--- src/hw/rtl/fsbh_pkg.sv ---
// ----------------------------------------------------------------------------
// fsbh_pkg
// Shared types, status codes and helpers for the segmented binary font to hex
// text converter.
// ----------------------------------------------------------------------------
package fsbh_pkg;

  // Most results one input byte can cause: two hex digits, newline, done
  localparam int unsigned MAX_RES = 4;
  localparam int unsigned IDX_W   = 2;
  localparam int unsigned CNT_W   = 3;

  // Result status codes
  typedef enum logic [2:0] {
    ST_CHAR    = 3'd0,
    ST_DONE    = 3'd1,
    ST_BADMARK = 3'd2,
    ST_TOOLONG = 3'd3,
    ST_BADTYPE = 3'd4,
    ST_TRUNC   = 3'd5
  } status_e;

  // Group of results produced by one input byte
  typedef struct packed {
    logic [CNT_W-1:0]              cnt;
    logic [MAX_RES-1:0][7:0]       chars;
    logic [MAX_RES-1:0][2:0]       stats;
  } res_bundle_t;

  // Lowercase hex digit for one nibble
  function automatic logic [7:0] hex_char(input logic [3:0] nib);
    if (nib < 4'd10) begin
      return 8'h30 + {4'h0, nib};
    end
    return 8'h57 + {4'h0, nib};
  endfunction

endpackage

--- src/hw/rtl/font_segment_binary_to_hex_core.sv ---
// ----------------------------------------------------------------------------
// font_segment_binary_to_hex_core
// Converts a segmented binary font stream to text: text segments pass
// through, binary segments become lowercase hex lines, errors are reported.
//
//   channel  | signals                                   | direction
//   ---------+-------------------------------------------+----------
//   input    | in_valid_i, in_stall_o, in_byte_i         | in
//   output   | out_valid_o, out_stall_i, out_char_o,     | out
//            | out_status_o, out_last_o                  |
//   config   | cfg_we_i, cfg_wdata_i (file length)       | in
//
// An input byte is registered, decoded in one pass and its results loaded
// into the result register. A header byte gives no result and a text body
// byte one, so those flow at one byte per cycle while the output is not
// stalled; a binary body byte gives 2 or 3 results and a closing status
// adds one more, so a byte can hold the output channel for up to 4 results,
// handed out one per cycle unless stalled.
// Reset clears the header state, file position and file length to zero.
// Output stall holds the result register and backs up into the input stall.
// ----------------------------------------------------------------------------
module font_segment_binary_to_hex_core #(
  parameter int LINE_BYTES = 32
) (
  input  logic        clk_i,
  input  logic        rst_ni,
  input  logic        in_valid_i,
  output logic        in_stall_o,
  input  logic [7:0]  in_byte_i,
  output logic        out_valid_o,
  input  logic        out_stall_i,
  output logic [7:0]  out_char_o,
  output logic [2:0]  out_status_o,
  output logic        out_last_o,
  input  logic        cfg_we_i,
  input  logic [31:0] cfg_wdata_i
);
  import fsbh_pkg::*;

  localparam int unsigned LCW = (LINE_BYTES > 1) ? $clog2(LINE_BYTES) : 1;
  // Weights of the length bytes modulo the line size
  localparam int unsigned W1 = 256 % LINE_BYTES;
  localparam int unsigned W2 = (W1 * 256) % LINE_BYTES;
  localparam int unsigned W3 = (W2 * 256) % LINE_BYTES;

  localparam logic [7:0] MARKER   = 8'd128;
  localparam logic [7:0] TYPE_TXT = 8'd1;
  localparam logic [7:0] TYPE_BIN = 8'd2;
  localparam logic [7:0] TYPE_END = 8'd3;
  localparam logic [7:0] NEWLINE  = 8'h0a;

  localparam logic [1:0] KIND_NONE = 2'd0;
  localparam logic [1:0] KIND_TXT  = 2'd1;
  localparam logic [1:0] KIND_BIN  = 2'd2;

  typedef enum logic [2:0] {
    PH_MARKER,
    PH_TYPE,
    PH_LEN0,
    PH_LEN1,
    PH_LEN2,
    PH_LEN3,
    PH_BODY,
    PH_HALT
  } phase_e;

  typedef logic [LCW-1:0] mod_tab_t [256];

  // Residue of byte value times weight, modulo the line size
  function automatic mod_tab_t build_tab(input int unsigned weight);
    mod_tab_t t;
    for (int i = 0; i < 256; i++) begin
      t[i] = LCW'((i * weight) % LINE_BYTES);
    end
    return t;
  endfunction

  localparam mod_tab_t TAB0 = build_tab(1);
  localparam mod_tab_t TAB1 = build_tab(W1);
  localparam mod_tab_t TAB2 = build_tab(W2);
  localparam mod_tab_t TAB3 = build_tab(W3);

  phase_e      phase_q, phase_d;
  logic [1:0]  kind_q, kind_d;
  logic [31:0] rem_q, rem_d;
  logic [31:0] pos_q, pos_d;
  logic [31:0] len_q;
  logic [LCW-1:0] modr_q, modr_d;
  logic        s1_vld_q;
  logic [7:0]  s1_byte_q;

  logic        buf_free;
  logic        s1_adv;
  res_bundle_t bund;
  logic [CNT_W-1:0] cnt_v;
  logic        halt_v;
  status_e     halt_st;

  logic [32:0] diff;
  logic        past;
  logic        at_end;
  logic [31:0] rem_full;
  logic        too_long;
  logic [LCW-1:0] mod_term;
  logic [LCW:0]   mod_sum;
  logic [LCW-1:0] mod_acc;
  logic [LCW-1:0] line_next;

  // Input register handshake
  assign s1_adv     = s1_vld_q & buf_free;
  assign in_stall_o = s1_vld_q & ~buf_free;

  always_ff @(posedge clk_i or negedge rst_ni) begin
    if (!rst_ni) begin
      s1_vld_q <= 1'b0;
    end else if (in_valid_i && !in_stall_o) begin
      s1_vld_q <= 1'b1;
    end else if (s1_adv) begin
      s1_vld_q <= 1'b0;
    end
  end

  always_ff @(posedge clk_i) begin
    if (in_valid_i && !in_stall_o) begin
      s1_byte_q <= in_byte_i;
    end
  end

  // Bytes left in the file and header length checks
  assign diff     = {1'b0, len_q} - {1'b0, pos_q};
  assign past     = diff[32] | (diff[31:0] == '0);
  assign at_end   = (diff[31:0] == 32'd1);
  assign rem_full = {s1_byte_q, rem_q[23:0]};
  assign too_long = (rem_full >= diff[31:0]);

  // Fold each length byte into the length modulo the line size
  always_comb begin
    case (phase_q)
      PH_LEN0: mod_term = TAB0[s1_byte_q];
      PH_LEN1: mod_term = TAB1[s1_byte_q];
      PH_LEN2: mod_term = TAB2[s1_byte_q];
      PH_LEN3: mod_term = TAB3[s1_byte_q];
      default: mod_term = '0;
    endcase
  end

  assign mod_sum   = {1'b0, modr_q} + {1'b0, mod_term};
  assign mod_acc   = (mod_sum >= (LCW + 1)'(LINE_BYTES)) ?
                     LCW'(mod_sum - (LCW + 1)'(LINE_BYTES)) : mod_sum[LCW-1:0];
  assign line_next = (modr_q == '0) ? LCW'(LINE_BYTES - 1) : modr_q - LCW'(1);

  // Decode one byte: next state and its group of results
  always_comb begin
    phase_d = phase_q;
    kind_d  = kind_q;
    rem_d   = rem_q;
    pos_d   = pos_q;
    modr_d  = modr_q;
    bund    = '0;
    cnt_v   = '0;
    halt_v  = 1'b0;
    halt_st = ST_DONE;

    if (phase_q != PH_HALT) begin
      if (past) begin
        // Byte beyond the configured length
        halt_v = 1'b1;
        if (phase_q == PH_MARKER) begin
          halt_st = ST_DONE;
        end else if (phase_q == PH_BODY) begin
          halt_st = ST_TOOLONG;
        end else begin
          halt_st = ST_TRUNC;
        end
      end else begin
        pos_d = pos_q + 32'd1;
        case (phase_q)
          PH_MARKER: begin
            if (s1_byte_q != MARKER) begin
              halt_v  = 1'b1;
              halt_st = ST_BADMARK;
            end else if (at_end) begin
              halt_v  = 1'b1;
              halt_st = ST_TRUNC;
            end else begin
              phase_d = PH_TYPE;
            end
          end
          PH_TYPE: begin
            if (s1_byte_q == TYPE_END) begin
              halt_v  = 1'b1;
              halt_st = ST_DONE;
            end else if (at_end) begin
              halt_v  = 1'b1;
              halt_st = ST_TRUNC;
            end else begin
              if (s1_byte_q == TYPE_TXT) begin
                kind_d = KIND_TXT;
              end else if (s1_byte_q == TYPE_BIN) begin
                kind_d = KIND_BIN;
              end else begin
                kind_d = KIND_NONE;
              end
              rem_d   = '0;
              modr_d  = '0;
              phase_d = PH_LEN0;
            end
          end
          PH_LEN0, PH_LEN1, PH_LEN2: begin
            case (phase_q)
              PH_LEN0: rem_d[7:0]   = s1_byte_q;
              PH_LEN1: rem_d[15:8]  = s1_byte_q;
              default: rem_d[23:16] = s1_byte_q;
            endcase
            modr_d = mod_acc;
            if (at_end) begin
              halt_v  = 1'b1;
              halt_st = ST_TRUNC;
            end else begin
              case (phase_q)
                PH_LEN0: phase_d = PH_LEN1;
                PH_LEN1: phase_d = PH_LEN2;
                default: phase_d = PH_LEN3;
              endcase
            end
          end
          PH_LEN3: begin
            rem_d  = rem_full;
            modr_d = mod_acc;
            if (too_long) begin
              halt_v  = 1'b1;
              halt_st = ST_TOOLONG;
            end else if (kind_q == KIND_NONE) begin
              halt_v  = 1'b1;
              halt_st = ST_BADTYPE;
            end else if (rem_full == '0) begin
              if (at_end) begin
                halt_v  = 1'b1;
                halt_st = ST_DONE;
              end else begin
                phase_d = PH_MARKER;
              end
            end else begin
              phase_d = PH_BODY;
            end
          end
          PH_BODY: begin
            if (kind_q == KIND_BIN) begin
              bund.chars[0] = hex_char(s1_byte_q[7:4]);
              bund.stats[0] = ST_CHAR;
              bund.chars[1] = hex_char(s1_byte_q[3:0]);
              bund.stats[1] = ST_CHAR;
              if (modr_q == '0) begin
                bund.chars[2] = NEWLINE;
                bund.stats[2] = ST_CHAR;
                cnt_v = CNT_W'(3);
              end else begin
                cnt_v = CNT_W'(2);
              end
            end else begin
              bund.chars[0] = s1_byte_q;
              bund.stats[0] = ST_CHAR;
              cnt_v = CNT_W'(1);
            end
            rem_d  = rem_q - 32'd1;
            modr_d = line_next;
            // Segment ends with this byte
            if (rem_q == 32'd1) begin
              if (at_end) begin
                halt_v  = 1'b1;
                halt_st = ST_DONE;
              end else begin
                phase_d = PH_MARKER;
              end
            end
          end
          default: begin
          end
        endcase
      end

      // Append the closing status and halt
      if (halt_v) begin
        bund.chars[cnt_v[IDX_W-1:0]] = '0;
        bund.stats[cnt_v[IDX_W-1:0]] = halt_st;
        cnt_v   = cnt_v + CNT_W'(1);
        phase_d = PH_HALT;
      end
    end
    bund.cnt = cnt_v;
  end

  // Parser state, advanced once per decoded byte
  always_ff @(posedge clk_i or negedge rst_ni) begin
    if (!rst_ni) begin
      phase_q <= PH_MARKER;
      kind_q  <= KIND_NONE;
      rem_q   <= '0;
      pos_q   <= '0;
      modr_q  <= '0;
    end else if (s1_adv) begin
      phase_q <= phase_d;
      kind_q  <= kind_d;
      rem_q   <= rem_d;
      pos_q   <= pos_d;
      modr_q  <= modr_d;
    end
  end

  // File length register
  always_ff @(posedge clk_i or negedge rst_ni) begin
    if (!rst_ni) begin
      len_q <= '0;
    end else if (cfg_we_i) begin
      len_q <= cfg_wdata_i;
    end
  end

  fsbh_res_buf u_res_buf (
    .clk_i        (clk_i),
    .rst_ni       (rst_ni),
    .load_i       (s1_adv),
    .bundle_i     (bund),
    .free_o       (buf_free),
    .out_valid_o  (out_valid_o),
    .out_stall_i  (out_stall_i),
    .out_char_o   (out_char_o),
    .out_status_o (out_status_o),
    .out_last_o   (out_last_o)
  );

`ifndef SYNTHESIS
  a_body_nonempty: assert property (@(posedge clk_i) disable iff (!rst_ni)
    (phase_q == PH_BODY) |-> (rem_q != '0))
    else $error("body phase with no bytes remaining");

  a_status_last: assert property (@(posedge clk_i) disable iff (!rst_ni)
    (out_valid_o && out_status_o != ST_CHAR) |-> out_last_o)
    else $error("status result is not the last of its group");

  a_halt_quiet: assert property (@(posedge clk_i) disable iff (!rst_ni)
    (phase_q == PH_HALT && !out_valid_o) |=> !out_valid_o)
    else $error("result produced after halt");
`endif

endmodule

--- src/hw/rtl/fsbh_res_buf.sv ---
// ----------------------------------------------------------------------------
// fsbh_res_buf
// Result register: holds the results of one input byte and hands them out
// one per cycle on the output channel while it is not stalled.
// ----------------------------------------------------------------------------
module fsbh_res_buf (
  input  logic                 clk_i,
  input  logic                 rst_ni,
  input  logic                 load_i,
  input  fsbh_pkg::res_bundle_t bundle_i,
  output logic                 free_o,
  output logic                 out_valid_o,
  input  logic                 out_stall_i,
  output logic [7:0]           out_char_o,
  output logic [2:0]           out_status_o,
  output logic                 out_last_o
);
  import fsbh_pkg::*;

  logic [CNT_W-1:0]        cnt_q;
  logic [IDX_W-1:0]        rd_q;
  logic [MAX_RES-1:0][7:0] chars_q;
  logic [MAX_RES-1:0][2:0] stats_q;
  logic                    out_take;

  // Present the entry at the read pointer
  assign out_valid_o  = (cnt_q != '0);
  assign out_last_o   = (cnt_q == CNT_W'(1));
  assign out_char_o   = chars_q[rd_q];
  assign out_status_o = stats_q[rd_q];
  assign out_take     = out_valid_o & ~out_stall_i;

  // Free for a new group when empty or once the last result leaves this cycle
  assign free_o = (cnt_q == '0) | (out_last_o & ~out_stall_i);

  // Track results left and the read pointer
  always_ff @(posedge clk_i or negedge rst_ni) begin
    if (!rst_ni) begin
      cnt_q <= '0;
      rd_q  <= '0;
    end else if (load_i) begin
      cnt_q <= bundle_i.cnt;
      rd_q  <= '0;
    end else if (out_take) begin
      cnt_q <= cnt_q - CNT_W'(1);
      rd_q  <= rd_q + IDX_W'(1);
    end
  end

  // Capture the result payload
  always_ff @(posedge clk_i) begin
    if (load_i) begin
      chars_q <= bundle_i.chars;
      stats_q <= bundle_i.stats;
    end
  end

`ifndef SYNTHESIS
  a_cnt_fits: assert property (@(posedge clk_i) disable iff (!rst_ni)
    ({1'b0, cnt_q} + {2'b00, rd_q}) <= (CNT_W + 1)'(MAX_RES))
    else $error("result count runs past the end of the group");

  a_load_when_free: assert property (@(posedge clk_i) disable iff (!rst_ni)
    load_i |-> free_o)
    else $error("result group loaded over pending results");

  a_more_follow: assert property (@(posedge clk_i) disable iff (!rst_ni)
    (out_take && !out_last_o && !load_i) |=> out_valid_o)
    else $error("results of a group lost before the last one");
`endif

endmodule

--- config.mk ---
export PLATFORM = sky130hd
export DESIGN_NAME = font_segment_binary_to_hex_core
export DESIGN_NICKNAME = d
export VERILOG_FILES = /design/src/hw/rtl/fsbh_pkg.sv /design/src/hw/rtl/font_segment_binary_to_hex_core.sv /design/src/hw/rtl/fsbh_res_buf.sv
export SDC_FILE = /design/constraint.sdc
export NUM_CORES = 1
export LEC_CHECK = 0
export BUFFER_PORTS_ARGS = -buffer_cell sky130_fd_sc_hd__buf_2
export CORE_MARGIN = 10
export CORE_UTILIZATION = 30
export DETAILED_ROUTE_END_ITERATION = 12
export PLACE_DENSITY = 0.55
export SLEW_MARGIN = 20
export SYNTH_ARGS = -nofsm -noshare
export SYNTH_HDL_FRONTEND = slang
export SYNTH_SLANG_ARGS = --single-unit
--- constraint.sdc ---
create_clock -name clk_i -period 9.7 [get_ports clk_i]
set_input_delay 0.97 -clock clk_i [delete_from_list [all_inputs] [get_ports clk_i]]
set_output_delay 0.97 -clock clk_i [all_outputs]
set_load 0.02 [all_outputs]
### Word-level counts from Yosys, hierarchy flattened

Memories as Yosys holds them, arrays and structs flattened.
Cells that the tools add are included.

| cells by class | value |
|---|---|
| $add $sub $neg | 13 |
| order comparisons | 8 |
| equal/unequal tests | 29 |
| muxes and demuxes | 97 |
| bitwise gates (word level) | 14 |
| reductions and logical operators | 29 |

Operators with widths:

| kind | count |
|---|---|
| 3-bit two-way mux | 31 |
| 8-bit two-way mux | 10 |
| 24-bit two-way mux | 3 |
| 24-bit case mux with 3 select lines | 1 |
| 32-bit by 1-bit equality test with 1-bit output (second input constant) | 2 |
| 32-bit zero test | 2 |
| 32-bit two-way mux | 2 |
| 5-bit two-way mux | 8 |
| 36-bit two-way mux | 1 |
| 32-bit by 32-bit subtractor with 33-bit output | 1 |
| 32-bit by 1-bit adder with 32-bit output (second input constant) | 1 |
| 24-bit by 32-bit bitwise AND with 32-bit output | 1 |
| 32-bit >= comparator | 1 |
| 32-bit inverter | 1 |
| 32-bit by 1-bit subtractor with 32-bit output (second input constant) | 1 |
| 8-bit case mux with 3 select lines | 1 |
| 1-bit two-way mux | 22 |
| 7-bit AND reduction | 3 |
| 3-bit inequality test (second input constant) | 6 |
| 6-bit AND reduction | 3 |
| 7-bit by 4-bit adder with 8-bit output (first input constant) | 2 |
| 8-bit binary-select mux with 2-bit select | 1 |
| 8-bit demux with 2-bit select | 1 |
| 8-bit by 2-bit equality test with 1-bit output (second input constant) | 2 |
| other kinds (52) | 83 |

| storage, ports and cells | value |
|---|---|
| bits in registers | 164 |
| ROM bits | 2,560 |
| input port bits | 45 |
| output and inout bits | 14 |
| word-level logic and storage cells | 213 |
| memories | 2 |

Memory list:

| name | depth | bits a word | read ports | clocked after memory_dff | write ports | RTL line | text |
|---|---|---|---|---|---|---|---|
| (no name shown) | 256 | 5 | 1 | 0 | 0 | font_segment_binary_to_hex_core.sv:142 | `PH_LEN3: mod_term = TAB3[s1_byte_q];` |
| (no name shown) | 256 | 5 | 1 | 0 | 0 | font_segment_binary_to_hex_core.sv:139 | `PH_LEN0: mod_term = TAB0[s1_byte_q];` |

### Depth between registers and ports, before layout

| depth | value |
|---|---|
| word-level depth | 13 |
| mapped depth | 21 |
| mapped depth without buffers | 21 |

### Cells and area by module

Synthesis repeated with hierarchy kept, for this count alone.

| second synthesis, totals | value |
|---|---|
| cell total of the unflattened synthesis | 1,299 |
| area total of the unflattened synthesis | 11,882.6 µm² |

Modules (own cells, without submodules):

| module | times used | cells an instance | area each (µm²) | seq. area each (µm²) |
|---|---|---|---|---|
| font_segment_binary_to_hex_core | 1 | 1,202 | 9,952.0 | 2,917.8 |
| fsbh_res_buf | 1 | 97 | 1,930.6 | 1,446.4 |

### Worst setup path before layout

OpenSTA, ideal clock, no wires.

| path | value |
|---|---|
| path type | reg2reg |
| from | register pos_q[1] |
| to | register u_res_buf.chars_q[0] (netlist bit), data pin |
| setup time | 0.167 ns |
| arrival | 4.834 ns |
| data required time | 9.533 ns |
| slack | 4.698 ns |
| stages on the path, launching flop included | 20 |
| buffers on the path | 0 |
| clock period less this slack | 5.002 ns |
| cell sequence | dfrtp_1 > inv_1 > ha_1 > nor2b_1 > o31a_2 > o21ai_0 > a31oi_1 > o311ai_0 > ha_1 > a21o_1 > a21o_1 > a21o_1 > a21o_1 > a21oi_1 > o211a_1 > o21ai_0 > o32ai_1 > o311ai_4 > a211o_1 > a211oi_1 |

| between the ends | value |
|---|---|
| word-level cells in the longest chain between the ends | 12 |
| elaborated cells between the ends (all ways) | 27 |
| classes of those cells | add/sub (1); order compare (3); eq/ne (1); mux (17); bitwise (3); reduce/logical (2) |

Ends and longest elaborated chain:

| what | RTL line | text |
|---|---|---|
| from (decl) | font_segment_binary_to_hex_core.sv:86 | `logic [31:0] pos_q, pos_d;` |
| from (signal assigned) | font_segment_binary_to_hex_core.sv:305 | `pos_q <= pos_d;` |
| 32-bit by 32-bit subtractor with 33-bit output (*) | font_segment_binary_to_hex_core.sv:130 | `assign diff = {1'b0, len_q} - {1'b0, pos_q};` |
| 32-bit zero test | font_segment_binary_to_hex_core.sv:131 | `assign past = diff[32] \| (diff[31:0] == '0);` |
| 1-bit OR | font_segment_binary_to_hex_core.sv:131 |  |
| 3-bit two-way mux | font_segment_binary_to_hex_core.sv:165 | `if (past) begin` |
| 3-bit two-way mux | font_segment_binary_to_hex_core.sv:164 | `if (phase_q != PH_HALT) begin` |
| 2-bit by 3-bit less-than comparator with 1-bit output (not written as such) or 2-bit by 1-bit >= comparator with 1-bit output (tied branches) | font_segment_binary_to_hex_core.sv:284 | `bund.chars[cnt_v[IDX_W-1:0]] = '0;` |
| 1-bit logical AND (not written as such) | font_segment_binary_to_hex_core.sv:284 |  |
| 8-bit two-way mux (not written as such) | font_segment_binary_to_hex_core.sv:284 |  |
| 8-bit demux with 2-bit select | font_segment_binary_to_hex_core.sv:284 |  |
| 32-bit inverter (no source line) | -- |  |
| 24-bit by 32-bit bitwise AND with 32-bit output (no source line) | -- |  |
| 36-bit two-way mux (*) | font_segment_binary_to_hex_core.sv:283 | `if (halt_v) begin` |
| to (signal assigned) | fsbh_res_buf.sv:53 | `chars_q <= bundle_i.chars;` |
| to (decl) | fsbh_res_buf.sv:22 | `logic [MAX_RES-1:0][7:0] chars_q;` |

Mark *: on every way between the ends. The rest lies on a longest branch, timed or not. The select of a mux whose other input is x is not followed.
A chain may end at the register's enable or synchronous reset.

### Worst setup path after layout

| path | value |
|---|---|
| from | register pos_q[3] |
| to | register u_res_buf.chars_q[0] (netlist bit), data pin |

Same word-level chain as after synthesis.

==> summary.txt <==
Synth-to-layout area growth -> 11.6%
Clock buffer count from CTS -> 17
Post-Route WL -> 32400 um
Crit path max fanout -> 12
Setup CP Type -> register to register
Critical Path AT -> 6.51 ns
Peak supply drop -> 128 uV
Share of layout cells above drive strength 1 -> 0.125
Count of pins over their slew limit -> 0
Violation count after the first detailed-routing iteration -> 655
Status -> finished clean
PwrDens -> 173 mW/mm^2
Synthesized net count -> 1409
Number of global-route vias before repair -> 9857
CTS clk-pin slew, worst paths -> 0.07 ns
H-tree Lvls -> 4
Placed inst area -> 0.0120 mm^2
Peak Freq -> 160 MHz
CORE AREA -> 0.0369 mm^2
# DRC -> 0
EDFF count, synth -> 36
CTS tree -> built
Syn Inst Count -> 1276
Startpoint types -> register
Die Span Y -> 214 um
Clock Latency Late Sink -> 0.45 ns
Top_reg_cell synth -> dfrtp_1
Wire per inst -> 17.8 um
Yosys warns -> 0
Hold Crit Class -> register to register
Antenna Nets Post-Route -> 0
Crit path capture type -> register
CTS-repair resized insts -> 0
Finish-stage setup viols -> 0
Design area -> 0.0126 mm^2
Final Hold Fails -> 0
Setup Buffers After CTS -> 0
GRT Util Overall -> 0.143
DR vias/cell -> 5.43
Lkg Pwr -> 5.50 nW
Max clock buf depth -> 2
Tot Pwr -> 2.18 mW
Async S/R FF share, synth -> 0.757
CP required -> 9.97 ns
Post-DP HPWL -> 24100 um
Count leader, synth -> dfrtp_1
Period utilization -> 0.644
Diodes inserted -> 0
# IOs -> 59
Gpl congestion -> 0.867
Clock Skews -> 0.0127 ns
Synth top area cells -> dfrtp_1 25%, edfxtp_1 9.6%, ha_1 9.5%
Max Cap Viol -> 0
1st-pass router iterations -> 5
Synth Cell Area -> 0.0113 mm^2
Number of clock sinks -> 148
Top cell types by occurrence after synthesis -> 112 x dfrtp_1, 101 x nand2_1, 97 x a21oi_1
Total grt overflow -> 0
Die width -> 214 um
Nets -> 1437
Synth top area share -> 0.249
Synth Register Bits -> 148
Setup_tns -> 0 ns
Rows -> 70
Input/output buffers -> 58
Vias -> 9886
Antenna violations before repair -> 0
Final Util -> 0.341
Root buf cell -> clkbuf_16
Starting Density -> 0.306
Largest net degree at the start of global routing -> 58
First-pass GRT wire length -> 52900 um
Syn avg cell area -> 8.83 um^2
Hold_buf cts -> 0
Sequential share of the synthesized area -> 0.345
Worst-Margin Slew -> 0.921 ns
RSZ-0062 raised after global routing -> false
Netlist cell types -> 85
Cell taking the most area after synthesis -> dfrtp_1
Die area -> 0.0457 mm^2
Max_slew headroom -> 0.386
Crit path time final -> 6.25 ns
==> layout make-up <==
class                   instances  area [um^2]
repair buffers                 66          353
clock inverters                15          146
well taps                     504          631
inverters                      81          304
multi-input cells             990         6840
flip-flops and latches        148         3880
fillers                      3852        24300
clock buffers                  17          425
==> final timing paths <==
| kind | cells after the start | slack, ns | start | end |
|---|---|---|---|---|
| max | 19 | 3.45 | pos_q[3] | u_res_buf.chars_q[0] |
| min | 2 | 0.51 | rem_q[31] | rem_q[31] |
| max reg2reg | 19 | 3.45 | pos_q[3] | u_res_buf.chars_q[0] |
| min reg2reg | 2 | 0.51 | rem_q[31] | rem_q[31] |
| max in group asynchronous | 2 | 7.84 | rst_ni | rem_q[3] |
| min in group asynchronous | 1 | 0.63 | rst_ni | rem_q[29] |
==> cells by family (layout without fill, tap and decap cells) <==
kind of cell	after synthesis	in the layout	share of synthesized area
fa+ha+maj	88	88	0.0990
mux	47	47	0.0488
buf+inv	138	179	0.0493
flops	148	148	0.345
xor+xnor	51	51	0.0396
simple gates	416	416	0.188
compound gates	388	388	0.230
==> stage by stage <==
stage / hold slack [ns] / setup WS, ns / std cells
after floorplan: 0.464 / 4.70 / 1276
after global placement: 0.479 / 3.85 / 1789
after detailed placement: 0.492 / 3.58 / 1789
after CTS: 0.508 / 3.54 / 1821
after global routing: 0.537 / 3.05 / 1821
final: 0.512 / 3.45 / 1821
==> state kept, by name, summed over array words and instances (netlist names) <==
register	count
phase_q	3
modr_q	5
s1_vld_q	1
u_res_buf.rd_q	2
rem_q	32
kind_q	2
u_res_buf.chars_q	16
u_res_buf.stats_q	12
s1_byte_q	8
len_q	32
u_res_buf.cnt_q	3
pos_q	32
==> routing by layer <==
metal,global-route usage,part of all wire,routed length [um],vias to the layer above
met5,0,0,0,-
met4,0.0418,0.016,522,0
met3,0.0229,0.036,1170,35
met2,0.234,0.47,15200,212
met1,0.191,0.48,15400,4837
li1,-,-,-,4802
==> critical path, cell delays in order, from the launching register on <==
cell	delay, ns
dfrtp_1	0.66
inv_1	0.21
ha_1	0.40
o211a_1	0.16
o31a_2	0.16
o21ai_0	0.44
a31oi_1	0.24
o311ai_0	0.62
ha_1	0.37
a21o_1	0.18
a21o_1	0.18
a21o_1	0.18
a21o_1	0.18
a21oi_1	0.16
o211a_1	0.17
o21ai_0	0.16
o32ai_1	0.61
o311ai_4	0.30
a211o_1	0.46
a211oi_1	0.25
==> report_power, final <==
part	internal [mW]	total (mW)	leakage (nW)	switching (mW)
combinational	0.248	0.686	3.62	0.439
sequential	0.722	0.824	1.61	0.103
clock	0.360	0.668	0.265	0.309
==> placed cells by master (no fill, tap or decap), types with 14 or more instances in the layout <==
cell / netlist / final
a211oi_1: 14 / 14
a21o_1: 29 / 29
a21oi_1: 97 / 97
a31oi_1: 14 / 14
and2_1: 20 / 20
buf_2: 11 / 57
clkbuf_16: 0 / 17
dfrtp_1: 112 / 112
edfxtp_1: 36 / 36
ha_1: 86 / 86
inv_1: 80 / 80
mux2_2: 34 / 34
nand2_1: 101 / 101
nand3_1: 23 / 23
nand4_1: 20 / 20
nor2_1: 89 / 89
nor3_1: 57 / 57
nor4_1: 21 / 21
o21a_1: 14 / 14
o21ai_0: 67 / 66
o21ai_1: 16 / 16
o31ai_1: 26 / 26
xnor2_1: 43 / 43
Note: power is estimated with default switching activity, not from simulation.
